==> src/rtl/bleenv_pkg.sv <==
// Shared types and constants for the BLE advertising environment sensor parser.
// Used by the parser, the output skid stage and the top level.
package bleenv_pkg;

    localparam logic [7:0]  TAG_SERVICE = 8'h16;
    localparam logic [15:0] UUID_RESET  = 16'h181A;
    localparam logic [7:0]  LEN_LONG    = 8'd15;
    localparam logic [7:0]  LEN_SHORT   = 8'd13;

    typedef enum logic [1:0]
    {
        PH_LEN  = 2'd0,
        PH_TAG  = 2'd1,
        PH_BODY = 2'd2
    } phase_t;

    typedef enum logic [1:0]
    {
        ST_VALID   = 2'd0,
        ST_BAD_LEN = 2'd1,
        ST_OVERRUN = 2'd2
    } status_t;

    typedef struct packed
    {
        status_t            status;
        logic               is_long_format;
        logic signed [19:0] temperature_centi;
        logic [15:0]        humidity_centi;
        logic [15:0]        battery_mv;
        logic [7:0]         battery_level;
        logic [7:0]         frame_count;
    } result_t;

endpackage

==> src/rtl/bleenv_parser.sv <==
// Length-tag-value walker and service data decoder for one payload byte per transaction.
// Depends on bleenv_pkg; holds the UUID register and all parse state.
module bleenv_parser
    import bleenv_pkg::*;
(
    input  logic        clk,
    input  logic        rst_n,
    input  logic        cfg_wr_en,
    input  logic [15:0] cfg_wr_data,
    input  logic        in_fire,
    input  logic [7:0]  in_byte,
    input  logic        in_start,
    input  logic        in_end,
    output logic        res_valid,
    output result_t     res
);

    logic [15:0] uuid_cfg_reg;
    phase_t      phase_reg, phase_next, phase_cur;
    logic [7:0]  left_reg, left_next;
    logic [7:0]  tag_reg, tag_next;
    logic [7:0]  uuid_lo_reg, uuid_lo_next;
    logic [7:0]  idx_reg, idx_next;
    logic [15:0] temp_reg, temp_next;
    logic [15:0] hum_reg, hum_next;
    logic [15:0] bat_reg, bat_next;
    logic [7:0]  pct_reg, pct_next;
    logic [7:0]  cnt_reg, cnt_next;
    logic        aborted_reg, aborted_next, aborted_cur;

    logic        emit;
    logic        overrun;
    logic [7:0]  pos;
    logic [7:0]  plen;
    logic [7:0]  emit_len;
    logic [19:0] temp_ext;
    logic [15:0] hum_scaled;

    assign pos      = idx_reg - 8'd2;
    assign plen     = pos + left_reg;
    assign emit_len = idx_reg - 8'd1;

    always_comb
    begin
        phase_cur    = in_start ? PH_LEN : phase_reg;
        aborted_cur  = in_start ? 1'b0 : aborted_reg;
        phase_next   = phase_reg;
        aborted_next = aborted_reg;
        left_next    = left_reg;
        tag_next     = tag_reg;
        uuid_lo_next = uuid_lo_reg;
        idx_next     = idx_reg;
        temp_next    = temp_reg;
        hum_next     = hum_reg;
        bat_next     = bat_reg;
        pct_next     = pct_reg;
        cnt_next     = cnt_reg;
        emit         = 1'b0;
        overrun      = 1'b0;
        if (in_fire)
        begin
            phase_next   = phase_cur;
            aborted_next = aborted_cur;
            if (!aborted_cur)
            begin
                unique case (phase_cur)
                    PH_LEN:
                    begin
                        if (in_byte != 8'd0)
                        begin
                            left_next  = in_byte;
                            phase_next = PH_TAG;
                        end
                    end
                    PH_TAG:
                    begin
                        tag_next   = in_byte;
                        left_next  = left_reg - 8'd1;
                        idx_next   = 8'd0;
                        phase_next = (left_reg == 8'd1) ? PH_LEN : PH_BODY;
                    end
                    PH_BODY:
                    begin
                        if (tag_reg == TAG_SERVICE)
                        begin
                            if (idx_reg == 8'd0)
                            begin
                                uuid_lo_next = in_byte;
                            end
                            else if (idx_reg == 8'd1)
                            begin
                                if ({in_byte, uuid_lo_reg} != uuid_cfg_reg)
                                begin
                                    tag_next = 8'd0;
                                end
                            end
                            else if (plen == LEN_LONG)
                            begin
                                unique case (pos)
                                    8'd6:    temp_next = {temp_reg[15:8], in_byte};
                                    8'd7:    temp_next = {in_byte, temp_reg[7:0]};
                                    8'd8:    hum_next  = {hum_reg[15:8], in_byte};
                                    8'd9:    hum_next  = {in_byte, hum_reg[7:0]};
                                    8'd10:   bat_next  = {bat_reg[15:8], in_byte};
                                    8'd11:   bat_next  = {in_byte, bat_reg[7:0]};
                                    8'd12:   pct_next  = in_byte;
                                    8'd13:   cnt_next  = in_byte;
                                    default: ;
                                endcase
                            end
                            else if (plen == LEN_SHORT)
                            begin
                                unique case (pos)
                                    8'd6:    temp_next = {in_byte, temp_reg[7:0]};
                                    8'd7:    temp_next = {temp_reg[15:8], in_byte};
                                    8'd8:    hum_next  = {8'd0, in_byte};
                                    8'd9:    pct_next  = in_byte;
                                    8'd10:   bat_next  = {in_byte, bat_reg[7:0]};
                                    8'd11:   bat_next  = {bat_reg[15:8], in_byte};
                                    8'd12:   cnt_next  = in_byte;
                                    default: ;
                                endcase
                            end
                        end
                        left_next = left_reg - 8'd1;
                        if (left_reg == 8'd1)
                        begin
                            phase_next = PH_LEN;
                            emit       = (tag_next == TAG_SERVICE) && (idx_reg != 8'd0);
                        end
                        else
                        begin
                            idx_next = idx_reg + 8'd1;
                        end
                    end
                    default:
                    begin
                        phase_next = PH_LEN;
                    end
                endcase
                if (in_end)
                begin
                    overrun      = (phase_next != PH_LEN) && !emit;
                    phase_next   = PH_LEN;
                    aborted_next = 1'b1;
                end
            end
        end
    end

    assign temp_ext   = {{4{temp_next[15]}}, temp_next};
    assign hum_scaled = 16'({8'd0, hum_next[7:0]} * 16'd100);

    always_comb
    begin
        res_valid = emit || overrun;
        res       = '0;
        if (overrun)
        begin
            res.status = ST_OVERRUN;
        end
        else if (emit_len == LEN_LONG)
        begin
            res.status            = ST_VALID;
            res.is_long_format    = 1'b1;
            res.temperature_centi = temp_ext;
            res.humidity_centi    = hum_next;
            res.battery_mv        = bat_next;
            res.battery_level     = pct_next;
            res.frame_count       = cnt_next;
        end
        else if (emit_len == LEN_SHORT)
        begin
            res.status            = ST_VALID;
            res.is_long_format    = 1'b0;
            res.temperature_centi = (temp_ext <<< 3) + (temp_ext <<< 1);
            res.humidity_centi    = hum_scaled;
            res.battery_mv        = bat_next;
            res.battery_level     = pct_next;
            res.frame_count       = cnt_next;
        end
        else
        begin
            res.status = ST_BAD_LEN;
        end
    end

    always_ff @(posedge clk or negedge rst_n)
    begin
        if (!rst_n)
        begin
            uuid_cfg_reg <= UUID_RESET;
            phase_reg    <= PH_LEN;
            left_reg     <= '0;
            tag_reg      <= '0;
            uuid_lo_reg  <= '0;
            idx_reg      <= '0;
            temp_reg     <= '0;
            hum_reg      <= '0;
            bat_reg      <= '0;
            pct_reg      <= '0;
            cnt_reg      <= '0;
            aborted_reg  <= 1'b0;
        end
        else
        begin
            if (cfg_wr_en)
            begin
                uuid_cfg_reg <= cfg_wr_data;
            end
            phase_reg   <= phase_next;
            left_reg    <= left_next;
            tag_reg     <= tag_next;
            uuid_lo_reg <= uuid_lo_next;
            idx_reg     <= idx_next;
            temp_reg    <= temp_next;
            hum_reg     <= hum_next;
            bat_reg     <= bat_next;
            pct_reg     <= pct_next;
            cnt_reg     <= cnt_next;
            aborted_reg <= aborted_next;
        end
    end

    a_body_has_bytes: assert property (@(posedge clk) disable iff (!rst_n)
        phase_reg == PH_BODY |-> left_reg != 8'd0)
        else $error("body phase with no bytes left");

    a_abort_holds: assert property (@(posedge clk) disable iff (!rst_n)
        aborted_reg && !(in_fire && in_start) |=> aborted_reg && phase_reg == PH_LEN)
        else $error("aborted packet resumed without start");

endmodule

==> src/rtl/bleenv_out_skid.sv <==
// Result register with one skid entry behind it.
// Depends on bleenv_pkg for the result type.
module bleenv_out_skid
    import bleenv_pkg::*;
(
    input  logic    clk,
    input  logic    rst_n,
    input  logic    push,
    input  result_t push_data,
    output logic    push_ready,
    output logic    out_valid,
    input  logic    out_ready,
    output result_t out_data
);

    logic    out_valid_reg, out_valid_next;
    logic    skid_valid_reg, skid_valid_next;
    result_t out_data_reg, out_data_next;
    result_t skid_data_reg, skid_data_next;
    logic    pop;

    assign pop        = out_valid_reg && out_ready;
    assign push_ready = !skid_valid_reg;
    assign out_valid  = out_valid_reg;
    assign out_data   = out_data_reg;

    always_comb
    begin
        out_valid_next  = out_valid_reg;
        skid_valid_next = skid_valid_reg;
        out_data_next   = out_data_reg;
        skid_data_next  = skid_data_reg;
        if (pop || !out_valid_reg)
        begin
            out_valid_next  = skid_valid_reg || push;
            out_data_next   = skid_valid_reg ? skid_data_reg : push_data;
            skid_valid_next = 1'b0;
        end
        else if (push)
        begin
            skid_valid_next = 1'b1;
            skid_data_next  = push_data;
        end
    end

    always_ff @(posedge clk or negedge rst_n)
    begin
        if (!rst_n)
        begin
            out_valid_reg  <= 1'b0;
            skid_valid_reg <= 1'b0;
        end
        else
        begin
            out_valid_reg  <= out_valid_next;
            skid_valid_reg <= skid_valid_next;
        end
    end

    always_ff @(posedge clk)
    begin
        out_data_reg  <= out_data_next;
        skid_data_reg <= skid_data_next;
    end

    a_skid_behind_out: assert property (@(posedge clk) disable iff (!rst_n)
        skid_valid_reg |-> out_valid_reg)
        else $error("skid entry held with empty output register");

    a_skid_drains: assert property (@(posedge clk) disable iff (!rst_n)
        skid_valid_reg && out_ready |=> out_valid_reg && !skid_valid_reg)
        else $error("skid entry not moved on pop");

endmodule

==> src/rtl/ble_adv_env_sensor_parser_top.sv <==
// A result for the byte that ends it is registered in the output register, or in the skid entry if that is held.
// Throughput: one byte per cycle while s_tready is high; the parser updates all state in the accept cycle.
// The skid stage keeps s_tready high until a second result is waiting behind the first.
// Reset: asynchronous, active low; parsing starts at a length byte, UUID reg is 0x181A.
// Top level of the BLE advertising environment sensor parser.
// Depends on bleenv_pkg, bleenv_parser and bleenv_out_skid.
module ble_adv_env_sensor_parser_top
    import bleenv_pkg::*;
(
    input  logic        clk,
    input  logic        rst_n,
    input  logic        cfg_wr_en,
    input  logic [15:0] cfg_wr_data,
    input  logic        s_tvalid,
    output logic        s_tready,
    input  logic [7:0]  s_tdata,   // [7:0] data_byte
    input  logic        s_tuser,   // [0] packet_start
    input  logic        s_tlast,   // packet_end
    output logic        m_tvalid,
    input  logic        m_tready,
    output logic [71:0] m_tdata,   // [19:0] temperature_centi, [35:20] humidity_centi,
                                   // [51:36] battery_mv, [59:52] battery_level,
                                   // [67:60] frame_count, [71:68] zero
    output logic [2:0]  m_tuser    // [1:0] status, [2] is_long_format
);

    logic    in_fire;
    logic    res_valid;
    result_t res;
    result_t out_res;

    assign in_fire = s_tvalid && s_tready;

    bleenv_parser u_parser
    (
        .clk         (clk),
        .rst_n       (rst_n),
        .cfg_wr_en   (cfg_wr_en),
        .cfg_wr_data (cfg_wr_data),
        .in_fire     (in_fire),
        .in_byte     (s_tdata),
        .in_start    (s_tuser),
        .in_end      (s_tlast),
        .res_valid   (res_valid),
        .res         (res)
    );

    bleenv_out_skid u_out
    (
        .clk        (clk),
        .rst_n      (rst_n),
        .push       (in_fire && res_valid),
        .push_data  (res),
        .push_ready (s_tready),
        .out_valid  (m_tvalid),
        .out_ready  (m_tready),
        .out_data   (out_res)
    );

    assign m_tdata = {4'd0, out_res.frame_count, out_res.battery_level, out_res.battery_mv,
                      out_res.humidity_centi, out_res.temperature_centi};
    assign m_tuser = {out_res.is_long_format, out_res.status};

endmodule

==> config.mk <==
export PLATFORM = sky130hd
export DESIGN_NAME = ble_adv_env_sensor_parser_top
export DESIGN_NICKNAME = d
export VERILOG_FILES = /design/src/rtl/bleenv_pkg.sv /design/src/rtl/bleenv_parser.sv /design/src/rtl/bleenv_out_skid.sv /design/src/rtl/ble_adv_env_sensor_parser_top.sv
export SDC_FILE = /design/constraint.sdc
export NUM_CORES = 1
export LEC_CHECK = 0
export ABC_AREA = 1
export BUFFER_PORTS_ARGS = -buffer_cell sky130_fd_sc_hd__buf_2
export CAP_MARGIN = 20
export CORE_ASPECT_RATIO = 1.2
export CORE_UTILIZATION = 50
export DETAILED_ROUTE_END_ITERATION = 10
export PLACE_DENSITY = 0.68
export SETUP_SLACK_MARGIN = 0.15
export SLEW_MARGIN = 40
export SYNTH_ARGS = -nofsm -noshare
export SYNTH_HDL_FRONTEND = slang
export SYNTH_SLANG_ARGS = --single-unit
==> constraint.sdc <==
create_clock -name clk -period 9.8 [get_ports clk]
set_input_delay 0.98 -clock clk [delete_from_list [all_inputs] [get_ports clk]]
set_output_delay 0.98 -clock clk [all_outputs]
set_load 0.05 [all_outputs]
# After elaboration in Yosys (flattened, before gate mapping)
# Index checks and enable logic that the tools add are counted.
[totals] inputBits=31 register_bits=259
[op_classes] reduce_logical=25 mux=91 n_eq_ne=21 n_mul=1 n_bitwise=2 addsub=6
[op_table] op="$mux W16" count=25
[op_table] op="$mux W8" count=29
[op_table] op="$pmux W16 S2" count=5
[op_table] op="$eq A8 B4 Y1 const B" count=10
[op_table] op="$mux W71" count=1
[op_table] op="$mux W70" count=1
[op_table] op="$mux W69" count=1
[op_table] op="$mux W68" count=1
[op_table] op="$pmux W8 S2" count=3
[op_table] op="$add A19 B17 Y20" count=1
[op_table] op="$mux W2" count=9
[op_table] op="$eq A8 B1 Y1 const B" count=2
[op_table] op="$eq A8 B3 Y1 const B" count=2
[op_table] op="$eq A8 B5 Y1 const B" count=2
[op_table] op="$ne A16 B16 Y1" count=1
[op_table] op="$reduce_bool A8 Y1" count=2
[op_table] op="$sub A8 B1 Y8 const B" count=2
[op_table] op="$mux W1" count=15
[op_table] op="$mul A8 B5 Y13 const B" count=1
[op_table] op="$add A8 B1 Y8 const B" count=1
[op_table] op="$add A8 B8 Y8" count=1
[op_table] op="$logic_not A8 Y1" count=1
[op_table] op="$reduce_and A4 Y1" count=2
[op_table] op="$reduce_bool A2 Y1" count=4
[op_table] op="other kinds (15)" count=24

# Longest topological paths before layout
# Gate-level depths: netlist of the first run.
[depth] depth_word=23 mapped_depth=40 mapped_depth_nobuf=39

# Modules after synthesis
# A second synthesis of the first run with hierarchy kept.
[hier_totals] hier_cells=1877 area_unflattened_um2=15238.4
[by_module_without_submodules] module="bleenv_parser" area_per_inst_um2=9895.7 n_inst=1 seq_area_each_um2=2884.0 cells_each=1488
[by_module_without_submodules] module="bleenv_out_skid" area_per_inst_um2=5291.3 n_inst=1 seq_area_each_um2=4314.1 cells_each=380
[by_module_without_submodules] module="ble_adv_env_sensor_parser_top" area_per_inst_um2=51.3 n_inst=1 seq_area_each_um2=0.0 cells_each=9

# Worst setup path before layout of the first run
# No wires, ideal clock.
[synth_path] kind="in2reg" from="in s_tuser" to="reg u_out.skid_data_reg[0] (netlist name), enable pin" setup_slack_ns=3.872 n_path_buf=1 arrival_time_ns=5.426 required_time_ns=9.298 cell_stages=14 cell_sequence="or2_2 > inv_1 > ha_1 > clkbuf_1 > inv_1 > o21bai_1 > nand2_1 > o21ai_1 > nand2_1 > nand2_1 > nand3_1 > nand2_1 > inv_1 > nor2_1"
[synth_via] elab_chain_len=13 word_cells_on_any_way=24 cone_classes="2 x eq/ne; 15 x mux; 7 x reduce/logical"
[synth_rtl] element="from (decl)" line="ble_adv_env_sensor_parser_top.sv:17" rtl="input logic s_tuser,"
[synth_rtl] element="$mux W2" line="bleenv_parser.sv:45" rtl="phase_cur = in_start ? PH_LEN : phase_reg;"
[synth_rtl] element="$eq A2 B2 Y1 (tied with other cells)" line="bleenv_parser.sv:66" rtl="unique case (phase_cur)"
[synth_rtl] element="$pmux W2 S3 or $mux W1 (tied branches)" line="bleenv_parser.sv:66"
[synth_rtl] element="$mux W2 or $mux W1 (tied branches)" line="bleenv_parser.sv:64" rtl="if (!aborted_cur)"
[synth_rtl] element="$mux W2 or $mux W1 (tied branches)" line="bleenv_parser.sv:60" rtl="if (in_fire)"
[synth_rtl] element="$reduce_bool A2 Y1 or $logic_not A1 Y1 (tied branches)" line="bleenv_parser.sv:143" rtl="overrun = (phase_next != PH_LEN) && !emit;"
[synth_rtl] element="$logic_and A1 B1 Y1" line="bleenv_parser.sv:143"
[synth_rtl] element="$mux W1" line="bleenv_parser.sv:141" rtl="if (in_end)"
[synth_rtl] element="$mux W1" line="bleenv_parser.sv:64"
[synth_rtl] element="$mux W1" line="bleenv_parser.sv:60"
[synth_rtl] element="$logic_or A1 B1 Y1 (*)" line="bleenv_parser.sv:156" rtl="res_valid = emit || overrun;"
[synth_rtl] element="$logic_and A1 B1 Y1 (*)" line="ble_adv_env_sensor_parser_top.sv:52" rtl=".push (in_fire && res_valid),"
[synth_rtl] element="$reduce_and A2 Y1 (no line) (*)"
[synth_rtl] element="to (signal assigned)" line="bleenv_out_skid.sv:63" rtl="skid_data_reg <= skid_data_next;"
[synth_rtl] element="to (decl)" line="bleenv_out_skid.sv:19" rtl="result_t skid_data_reg, skid_data_next;"
# Mark *: on every way between the ends. The rest lies on a longest branch, timed or not. The select of a mux whose other input is x is not followed.
# A chain may end at the register's enable or synchronous reset.

==> key figures, run 1 <==
Outcome
  • Status: completed

Synth
  • Post-Synth Simple-Gate Area: 25.6%
  • Async SR Flop Fraction: 45.2%
  • Multiplexer area fraction after synthesis: 0.855%
  • Synth Area in Compound Gates: 12.7%
  • Synthesized-area fraction occupied by adder cells: 5.78%
  • Largest family of logic cells by synthesized area: simple AND/OR/NAND/NOR gates
  • Library cells used by synthesis: 61
  • Top_reg_cell synth: edfxtp_1
  • Cells after Synth: 1923
  • EDFF count, synth: 142
  • Syn_area_per_cell: 8.22 sq um
  • Yosys reg bits: 259
  • Synthesized area: 15800 sq um
  • XOR/XNOR Fraction of Synth Area: 1.61%
  • Synth warn: 0
  • Register area share after synthesis: 45.6%

Final layout
  • Footprint of the multi-input gates: 7370 sq um
  • Fillers: 2826
  • Register area: 7200 sq um
  • Final core occ: 56.9%
  • Most common cell after layout, fill and taps aside: nand2_1
  • NumNets Final: 2087
  • ANT cells: 0
  • Share of cells above drive strength 1: 13.2%
  • Area delta synth->final: 10.7%
  • Final Cell Area: 17500 sq um
  • Most frequent cells in the layout: nand2_1, inv_1, nand3_1, nor2_1, edfxtp_1

Routing
  • 1st-iter DRT viols: 961
  • Vias: 13600
  • WL met1: 18.6 mm
  • Routed wire length: 45.2 mm
  • Pre-antenna DRT Iters: 7
  • Vias/cell: 5.66
  • Post-route ant nets: 0
  • Met3 wire length: 2.28 mm
  • Routed met2 length: 22.3 mm
  • Avg WL per Cell: 18.8 microns
  • # DRC: 0
  • Uppermost layer routed: met4

Clocking
  • Htree depth: 1
  • Worst-skew pair later-pin latency: 0.59 ns
  • Root Driver: clkbuf_16
  • Clock buffer count from CTS: 29
  • CTS Buffer Depth: 3
  • Worst-path clk slew: 0.06 ns
  • Hold buffers post-CTS: 0
  • CTS tree: yes
  • Number of post-CTS setup repair buffers: 0
  • Clock Sink Count: 259
  • Post_cts resized: 0

Power and ir drop
  • Clock network fraction of total power: 29.9%
  • Logic gate share of total power: 33.7%
  • VDD IR max: 0.000174 V
  • Psw: 1.49 mW
  • Reg power frac: 36.4%
  • Int Pwr: 2.31 mW
  • Power per Cell Area: 218 nW/um^2
  • P_leak: 8.51 nW
  • Sw Share: 39.2%

Placed design
  • Routability cong.: 0.921
  • Dpl hpwl: 31.6 mm
  • Placed cell areas: 16500 sq um
  • Port Buffers: 103

Floorplan
  • Die height: 197 microns
  • Core area: 30700 sq um
  • Row count: 70
  • Die area: 32300 sq um
  • Die span in x: 164 microns
  • Ports: 108
  • Initial Util: 51.4%

Timing
  • Fin crit share: 70.8%
  • Final hold viol count: 0
  • Setup_tns: 0 ns
  • RSZ-0062 raised after global routing: no
  • Pins Over Slew Limit: 0
  • Final Critical Period: 6.93 ns
  • Clock Skew: 0.0139 ns
  • Rel. slew slack: 46.1%
  • Hold WS: 0.434 ns
  • Setup-failing EPs final: 0
  • Max Fclk: 0.144 GHz
  • Worst slew pin tran: 0.809 ns

Worst setup path
  • Worst setup EP type: flop
  • R2R Path Start: u_parser.idx_reg[1]
  • Slowest CP cell: nand3_2
  • Required @ worst endpoint: 10.14 ns
  • WP data arrival: 7.27 ns
  • Startpoint Class: flop
  • R2r endpoint: u_out.skid_data_reg[44]
  • CP most frequent cell: nand2_1
  • Crit path from: u_parser.idx_reg[1]
  • CP max stage delay: 0.64 ns
  • CP Class: reg -> reg
  • Crit Path Max Fanout: 30
  • Reg2reg setup slack: 2.87 ns
  • R2R depth: 31
  • Crit path to: u_out.skid_data_reg[44]

GRT
  • GR Util All Layers: 28.4%
  • Gr ovfl total: 0
  • Initial antenna violation count: 0
  • First-pass GRT wire length: 71.4 mm
  • Vias in the first global route: 13200
  • Pin count of the biggest net entering global routing: 73

Run
  • Max cap viols: 0

Min path
  • Worst min path class: in -> async
==> cell type report <==
| cell class | count | share of cell area, % |
|---|---|---|
| clock inverter | 14 | 0.923 |
| tap | 396 | 2.83 |
| clock buffer | 40 | 4.80 |
| multi-input combinational | 1375 | 42.2 |
| inverter | 201 | 4.31 |
| timing repair buffer | 120 | 3.78 |
| sequential | 259 | 41.2 |
==> metal layers <==
metal,vias up,track usage [%]
li1,6587,-
met1,6495,35.8
met2,424,49.3
met3,103,2.80
met4,0,12.3
met5,-,0
==> power groups by stage <==
stage / logic [mW] / clock network (mW) / registers [mW]
after floorplan: 0.723 / 0 / 1.66
after global placement: 1.26 / 0 / 1.40
after detailed placement: 1.27 / 0 / 1.40
after CTS: 1.28 / 1.15 / 1.38
after global routing: 1.40 / 1.20 / 1.40
final: 1.28 / 1.14 / 1.38
==> logic make-up (layout without fill, tap and decap cells) <==
| family | after synthesis | after routing |
|---|---|---|
| adder cells (fa/ha/maj) | 70 | 70 |
| XOR/XNOR | 29 | 29 |
| other | 1 | 4 |
| multiplexers | 12 | 12 |
| AND/OR/NAND/NOR | 903 | 903 |
| buffers and inverters | 292 | 375 |
| flip-flops | 259 | 259 |
| AO/OA/AOI/OAI | 357 | 357 |
==> how the worst min path moves through the flow <==
stage / start / end / slack, ns / cells past startpoint
floorplan: u_parser.tag_reg[0] / u_parser.tag_reg[0] / 0.45 / 2
global placement: u_parser.tag_reg[3] / u_parser.tag_reg[3] / 0.47 / 2
detailed placement: u_parser.tag_reg[7] / u_parser.tag_reg[7] / 0.47 / 2
CTS: rst_n / u_parser.uuid_cfg_reg[7] / 0.44 / 1
global route: rst_n / u_parser.phase_reg[0] / 0.48 / 1
finish: rst_n / u_parser.phase_reg[0] / 0.43 / 1
==> per-stage QoR <==
step,power [mW],setup slack (ns),instances
after detailed placement,2.68,3.03,2351
after global placement,2.66,3.20,2350
after CTS,3.82,3.02,2405
after global routing,4.00,2.31,2405
after floorplan,2.38,3.87,1926
final,3.80,2.87,2405
==> critical path, delay by kind of cell (launching register included) <==
| kind | cells | cell delay, ns |
|---|---|---|
| and+or+nand+nor | 16 | 2.63 |
| DFF | 1 | 0.41 |
| buffers and inverters | 4 | 0.43 |
| AOI/OAI and AO/OA | 4 | 0.90 |
| xor gates and xnor gates | 1 | 0.19 |
| adders and majority gates | 6 | 2.08 |
==> cells in the mapped netlist (9+ instances only) <==
library cell	instances	area (sq um)
nand2_1	495	1860
inv_1	185	694
nand3_1	164	821
nor2_1	148	556
edfxtp_1	142	4260
o21ai_0	124	621
a21oi_1	122	611
dfrtp_1	112	2800
ha_1	65	813
buf_2	37	185
clkbuf_1	32	120
o21ai_1	28	140
o22ai_1	27	169
o221ai_1	16	140
xnor2_1	16	140
nand4_1	15	93.8
inv_2	14	52.6
nand2_2	14	87.6
xor2_1	13	114
mux2_2	12	135
nor3_1	11	55.1
buf_4	10	75.1
buf_6	9	101
nor2_4	9	101
(Power assumes the default switching activity.)
==> run 2, diff against run 1 <==
==> constraint.sdc (replaced) <==
create_clock -name clk -period 6.7 [get_ports clk]
set_input_delay 0.67 -clock clk [delete_from_list [all_inputs] [get_ports clk]]
set_output_delay 0.67 -clock clk [all_outputs]
set_load 0.05 [all_outputs]
==> run 2 against run 1 <==
Total power is 46% higher. Clock skew is 0.017 ns higher. Non-clock buffer count is 14 higher. Register-to-register slack worse by 2.2 ns. Final area is 0.72% higher. Largest power group unchanged. Sequential share of layout area is 0.29 points lower.
==> key figures, run 2 (synthesis results as in run 1) <==
Routing
  • Vias: 13600
  • # DRC: 0
  • Vias/cell: 5.63
  • 1st-iter DRT viols: 1002
  • Pre-antenna DRT Iters: 5
  • Post-route ant nets: 0
  • Avg WL per Cell: 18.7 microns
  • Routed wire length: 45.1 mm

Worst setup path
  • Worst setup EP type: flop
  • Crit path to: u_out.skid_data_reg[45]
  • CP Class: reg -> reg
  • WP data arrival: 6.33 ns
  • R2r endpoint: u_out.skid_data_reg[45]
  • CP max stage delay: 0.50 ns
  • Reg2reg setup slack: 0.69 ns
  • CP most frequent cell: nand2_1
  • Startpoint Class: flop
  • Crit Path Max Fanout: 29
  • Slowest CP cell: fa_1
  • R2R depth: 36
  • Required @ worst endpoint: 7.02 ns
  • Crit path from: u_parser.idx_reg[1]
  • R2R Path Start: u_parser.idx_reg[1]

Final layout
  • NumNets Final: 2100
  • Final core occ: 57.3%
  • ANT cells: 0
  • Area delta synth->final: 11.4%
  • Register area: 7200 sq um
  • Fillers: 2812
  • Most common cell after layout, fill and taps aside: nand2_1
  • Share of cells above drive strength 1: 13.9%
  • Most frequent cells in the layout: nand2_1, inv_1, nand3_1, nor2_1, edfxtp_1
  • Footprint of the multi-input gates: 7390 sq um

Power and ir drop
  • VDD IR max: 0.000272 V
  • Reg power frac: 36.5%
  • Power per Cell Area: 315 nW/um^2
  • Int Pwr: 3.39 mW
  • P_leak: 8.56 nW
  • Sw Share: 38.9%
  • Pwr Total: 5.55 mW
  • Logic gate share of total power: 34.1%
  • Clock network fraction of total power: 29.4%
  • Psw: 2.16 mW

GRT
  • Initial antenna violation count: 0
  • GR Util All Layers: 28.4%
  • Gr ovfl total: 0
  • First-pass GRT wire length: 71.5 mm
  • Pin count of the biggest net entering global routing: 75
  • Vias in the first global route: 13400

Floorplan
  • Row count: 70
  • Die area: 32300 sq um
  • Die height: 197 microns
  • Initial Util: 51.4%
  • Ports: 108
  • Core area: 30700 sq um
  • Die span in x: 164 microns

Clocking
  • Clock Sink Count: 259
  • Worst-skew pair later-pin latency: 0.57 ns
  • CTS Buffer Depth: 3
  • Root Driver: clkbuf_16
  • CTS tree: yes
  • Worst-path clk slew: 0.06 ns
  • Clock buffer count from CTS: 28
  • Htree depth: 1

Timing
  • Setup-failing EPs final: 0
  • Worst slew pin tran: 0.849 ns
  • Clock Skew: 0.0304 ns
  • Max Fclk: 0.166 GHz
  • Final Critical Period: 6.01 ns
  • Rel. slew slack: 43.4%
  • Pins Over Slew Limit: 0
  • RSZ-0062 raised after global routing: no
  • Hold WS: 0.0790 ns
  • Setup_tns: 0 ns
  • Fin crit share: 89.7%
  • Final hold viol count: 0

Min path
  • Worst min path class: in -> async

Placed design
  • Dpl hpwl: 31.0 mm
  • Port Buffers: 103
  • Routability cong.: 0.961

Outcome
  • Status: completed

Run
  • Max cap viols: 0
==> run 2: metal layers <==
metal  global-route usage, %  up-vias  part of all wire [%]
met5                       0        -                     0
met4                    12.9        0                   4.5
met3                    3.14      118                   5.1
met2                    49.6      438                    49
met1                    35.0     6451                    41
li1                        -     6601                     -
==> run 2: worst min path at each step <==
stage	cells after the start	endpoint	slack, ns	start
global route	1	u_parser.uuid_lo_reg[7]	0.10	rst_n
global placement	2	u_parser.tag_reg[7]	0.47	u_parser.tag_reg[7]
finish	1	u_parser.uuid_cfg_reg[7]	0.08	rst_n
CTS	1	u_parser.uuid_lo_reg[7]	0.21	rst_n
floorplan	0	u_out.out_valid	0.37	rst_n
detailed placement	2	u_parser.tag_reg[6]	0.47	u_parser.tag_reg[6]
==> run 2: power groups by stage <==
stage	Clock, mW	Combinational [mW]	Sequential, mW
after global placement	0	1.83	2.05
final	1.63	1.89	2.03
after global routing	1.72	2.07	2.05
after floorplan	0	1.06	2.43
after CTS	1.65	1.87	2.03
after detailed placement	0	1.86	2.05
==> run 2: stage by stage <==
step	cells	area [sq um]	setup WS (ns)
after global placement	2357	16500	0.579
final	2417	17600	0.691
after CTS	2410	17500	0.388
after global routing	2417	17600	0.132
after floorplan	1926	15800	1.08
after detailed placement	2358	16500	0.406
==> run 2: cell type report <==
cell class | instances | area share [%]
flip-flops and latches | 259 | 40.9
multi-input cells | 1375 | 42.0
inverters | 201 | 4.31
clock inverters | 19 | 1.25
clock buffers | 33 | 4.26
well taps | 396 | 2.81
repair buffers | 134 | 4.52
==> run 2: worst max-delay path: cells and delay by family, from the launching register on <==
kind	cells	cell delay [ns]
adders and majority gates	6	2.06
and+or+nand+nor	18	1.72
buffers and inverters	7	0.78
AOI/OAI and AO/OA	5	0.75
DFF	1	0.44
==> run 2: repair_timing <==
item,CTS,global route
setup endpoints to repair,0,12
hold buffers,0,0
buffers inserted,0,6
gates resized for setup,0,9
==> run 3, diff against run 2 <==
--- a/config.mk
+++ b/config.mk
@@ -5,13 +5,12 @@
 export SDC_FILE = /design/constraint.sdc
 export NUM_CORES = 1
 export LEC_CHECK = 0
-export ABC_AREA = 1
 export BUFFER_PORTS_ARGS = -buffer_cell sky130_fd_sc_hd__buf_2
 export CAP_MARGIN = 20
 export CORE_ASPECT_RATIO = 1.2
 export CORE_UTILIZATION = 50
 export DETAILED_ROUTE_END_ITERATION = 10
-export PLACE_DENSITY = 0.68
+export PLACE_DENSITY = 0.73
 export SETUP_SLACK_MARGIN = 0.15
 export SLEW_MARGIN = 40
 export SYNTH_ARGS = -nofsm -noshare
==> run 3 against run 2 <==
Setup slack got worse by 0.21 ns. Non-clock buffer count rose by 20. Register-to-register slack got worse by 0.21 ns. Wire length fell by 13%. Final area fell by 4.6%. Via count fell by 16%. Clock power fell by 10%. Critical path depth fell by 11. Global-route usage fell by 2.0 points. Count of clock-buffer cells in the layout fell by 2. Worst hold slack improved by 0.046 ns. Critical path type unchanged.
==> key figures, run 3 <==
Outcome
  • Status: completed

Worst setup path
  • WP data arrival: 6.52 ns
  • R2R Path Start: u_parser.idx_reg[1]
  • Crit Path Max Fanout: 7
  • Slowest CP cell: or4_1
  • CP max stage delay: 0.56 ns
  • Reg2reg setup slack: 0.48 ns
  • Worst setup EP type: flop
  • Startpoint Class: flop
  • R2r endpoint: u_out.out_data[44]
  • CP most frequent cell: ha_1
  • CP Class: reg -> reg
  • R2R depth: 25
  • Required @ worst endpoint: 7.00 ns

Synth
  • Synth warn: 0
  • Top_reg_cell synth: edfxtp_1
  • EDFF count, synth: 142
  • Register area share after synthesis: 48.4%
  • Synth top area share: 28.7%
  • Synthesized area: 14900 sq um
  • Async SR Flop Fraction: 45.2%
  • Most frequent cells after synthesis: edfxtp_1, nand2_1, dfrtp_1
  • Cells after Synth: 1392
  • Post-Synth Simple-Gate Area: 14.7%
  • XOR/XNOR Fraction of Synth Area: 2.81%
  • Multiplexer area fraction after synthesis: 5.33%
  • Top cell type by total area after synthesis: edfxtp_1
  • Yosys reg bits: 259
  • Largest cells by area after synthesis: edfxtp_1, dfrtp_1, ha_1, mux2_2, nand2_1
  • Library cells used by synthesis: 108
  • Synthesized-area fraction occupied by adder cells: 6.15%
  • Largest family of logic cells by synthesized area: compound AO/OA/AOI/OAI gates
  • Synth Area in Compound Gates: 17.6%
  • Syn_area_per_cell: 10.7 sq um
  • Most frequent cell after synthesis: edfxtp_1

Final layout
  • NumNets Final: 1595
  • Most common cell after layout, fill and taps aside: edfxtp_1
  • Area delta synth->final: 13.0%
  • Fillers: 2451
  • Share of cells above drive strength 1: 22.8%
  • Register area: 7200 sq um
  • ANT cells: 0
  • Most frequent cells in the layout: edfxtp_1, nand2_1, dfrtp_1, nor2_1, buf_2
  • Footprint of the multi-input gates: 7030 sq um
  • Final core occ: 57.9%
  • Final cell count without fillers: 1900

GRT
  • GR Util All Layers: 26.4%
  • First-pass GRT wire length: 63.1 mm
  • Vias in the first global route: 11500
  • Gr ovfl total: 0
  • Initial antenna violation count: 0
  • Pin count of the biggest net entering global routing: 72

Timing
  • Max Fclk: 0.161 GHz
  • Worst slew pin tran: 0.838 ns
  • Final Critical Period: 6.22 ns
  • Final hold viol count: 0
  • Clock Skew: 0.0259 ns
  • RSZ-0062 raised after global routing: no
  • Rel. slew slack: 43.7%
  • Fin crit share: 92.8%
  • Pins Over Slew Limit: 0
  • Setup_tns: 0 ns
  • Setup-failing EPs final: 0

Floorplan
  • Ports: 108
  • Row count: 68
  • Initial Util: 51.2%
  • Die area: 30400 sq um
  • Die span in x: 159 microns
  • Die height: 191 microns
  • Core area: 29000 sq um

Routing
  • Avg WL per Cell: 20.7 microns
  • Routed wire length: 39.3 mm
  • 1st-iter DRT viols: 902
  • Vias/cell: 6.05
  • Vias: 11500
  • Pre-antenna DRT Iters: 5
  • # DRC: 0
  • Post-route ant nets: 0

Clocking
  • Root Driver: clkbuf_16
  • Htree depth: 1
  • Clock buffer count from CTS: 27
  • CTS Buffer Depth: 3
  • Worst-skew pair later-pin latency: 0.57 ns
  • Worst-path clk slew: 0.06 ns
  • Clock Sink Count: 259
  • CTS tree: yes
  • Hold buffers post-CTS: 0

Power and ir drop
  • VDD IR max: 0.000240 V
  • P_leak: 7.45 nW
  • Power per Cell Area: 289 nW/um^2

Placed design
  • Dpl hpwl: 27.4 mm
  • Port Buffers: 103
  • Post-Place Cells: 1845
  • Routability cong.: 0.951

Min path
  • Worst min path class: in -> async

Run
  • Max cap viols: 0
run 3: cell count changes after synthesis, moves of 19 or more:
cell     change
inv_1      -104
o22ai_1     -24
o21ai_0     -87
a21oi_1     -71
mux2i_1     +21
nand3_1    -133
nor2_1      -41
nand2_1    -357
nor4_1      +20
a22o_1      +21
mux2_2      +37
o21ai_1     +19
o31ai_1     +24
run 3: cell families (layout without fill, tap and decap cells):
family                     Yosys count  after routing
and+or+nand+nor                    424            424
AOI/OAI and AO/OA                  353            353
DFF                                259            259
buffers and inverters              167            287
muxes                               72             72
adders and majority gates           70             70
xor gates and xnor gates            46             46
other                                1              4
run 3: worst max-delay path: cells and delay by family, from the launching register on:
kind | cells | cell delay, ns
AOI/OAI and AO/OA | 8 | 1.59
adders and majority gates | 6 | 1.92
buffers and inverters | 5 | 0.38
DFF | 1 | 0.34
muxes | 1 | 0.30
and+or+nand+nor | 5 | 1.42
run 3: worst max path at each step:
stage | startpoint | end | slack (ns)
after floorplan | u_parser.idx_reg[1] | u_out.out_data[44] | 0.28
after global placement | u_parser.idx_reg[2] | u_out.out_data[44] | 0.34
after detailed placement | u_parser.idx_reg[2] | u_out.out_data[44] | 0.22
after CTS | u_parser.idx_reg[2] | u_out.out_data[44] | 0.21
after global routing | u_parser.idx_reg[2] | u_out.out_data[44] | 0.17
final | u_parser.idx_reg[1] | u_out.out_data[44] | 0.48
run 3: power breakdown:
part / switching, mW / total (mW) / leakage (nW) / internal [mW]
Clock: 0.655 / 1.46 / 0.415 / 0.801
Combinational: 1.08 / 1.53 / 4.09 / 0.447
Sequential: 0.0713 / 1.88 / 2.94 / 1.80
Total: 1.81 / 4.86 / 7.45 / 3.05
run 3: timing repair:
action / 4_1_cts / 5_1_grt
endpoints found under the setup margin: 0 / 18
hold endpoints to repair: 0 / 0
setup buffers: 0 / 4
resized for setup: 0 / 12
run 3: final cells by class:
type,count,share of cell area [%]
sequential,259,42.9
inverter,83,1.87
multi-input combinational,969,41.8
clock buffer,31,4.17
tap,385,2.87
timing repair buffer,154,5.45
clock inverter,19,0.953
run 3: layer usage:
metal / share of wire [%] / wire length (microns) / global-route usage [%]
met2: 48 / 18900 / 44.9
met3: 5.0 / 1980 / 2.68
met5: 0 / 0 / 0
met1: 42 / 16400 / 33.8
met4: 5.1 / 1990 / 13.3
run 3: metrics by stage:
step	worst slack, ns	cell area, sq um	total power, mW	hold WS (ns)
global route	0.170	16800	5.06	0.170
detailed placement	0.219	15800	3.37	0.465
finish	0.485	16800	4.86	0.125
floorplan	0.277	14900	3.02	0.374
CTS	0.213	16700	4.81	0.137
global placement	0.335	15800	3.33	0.453
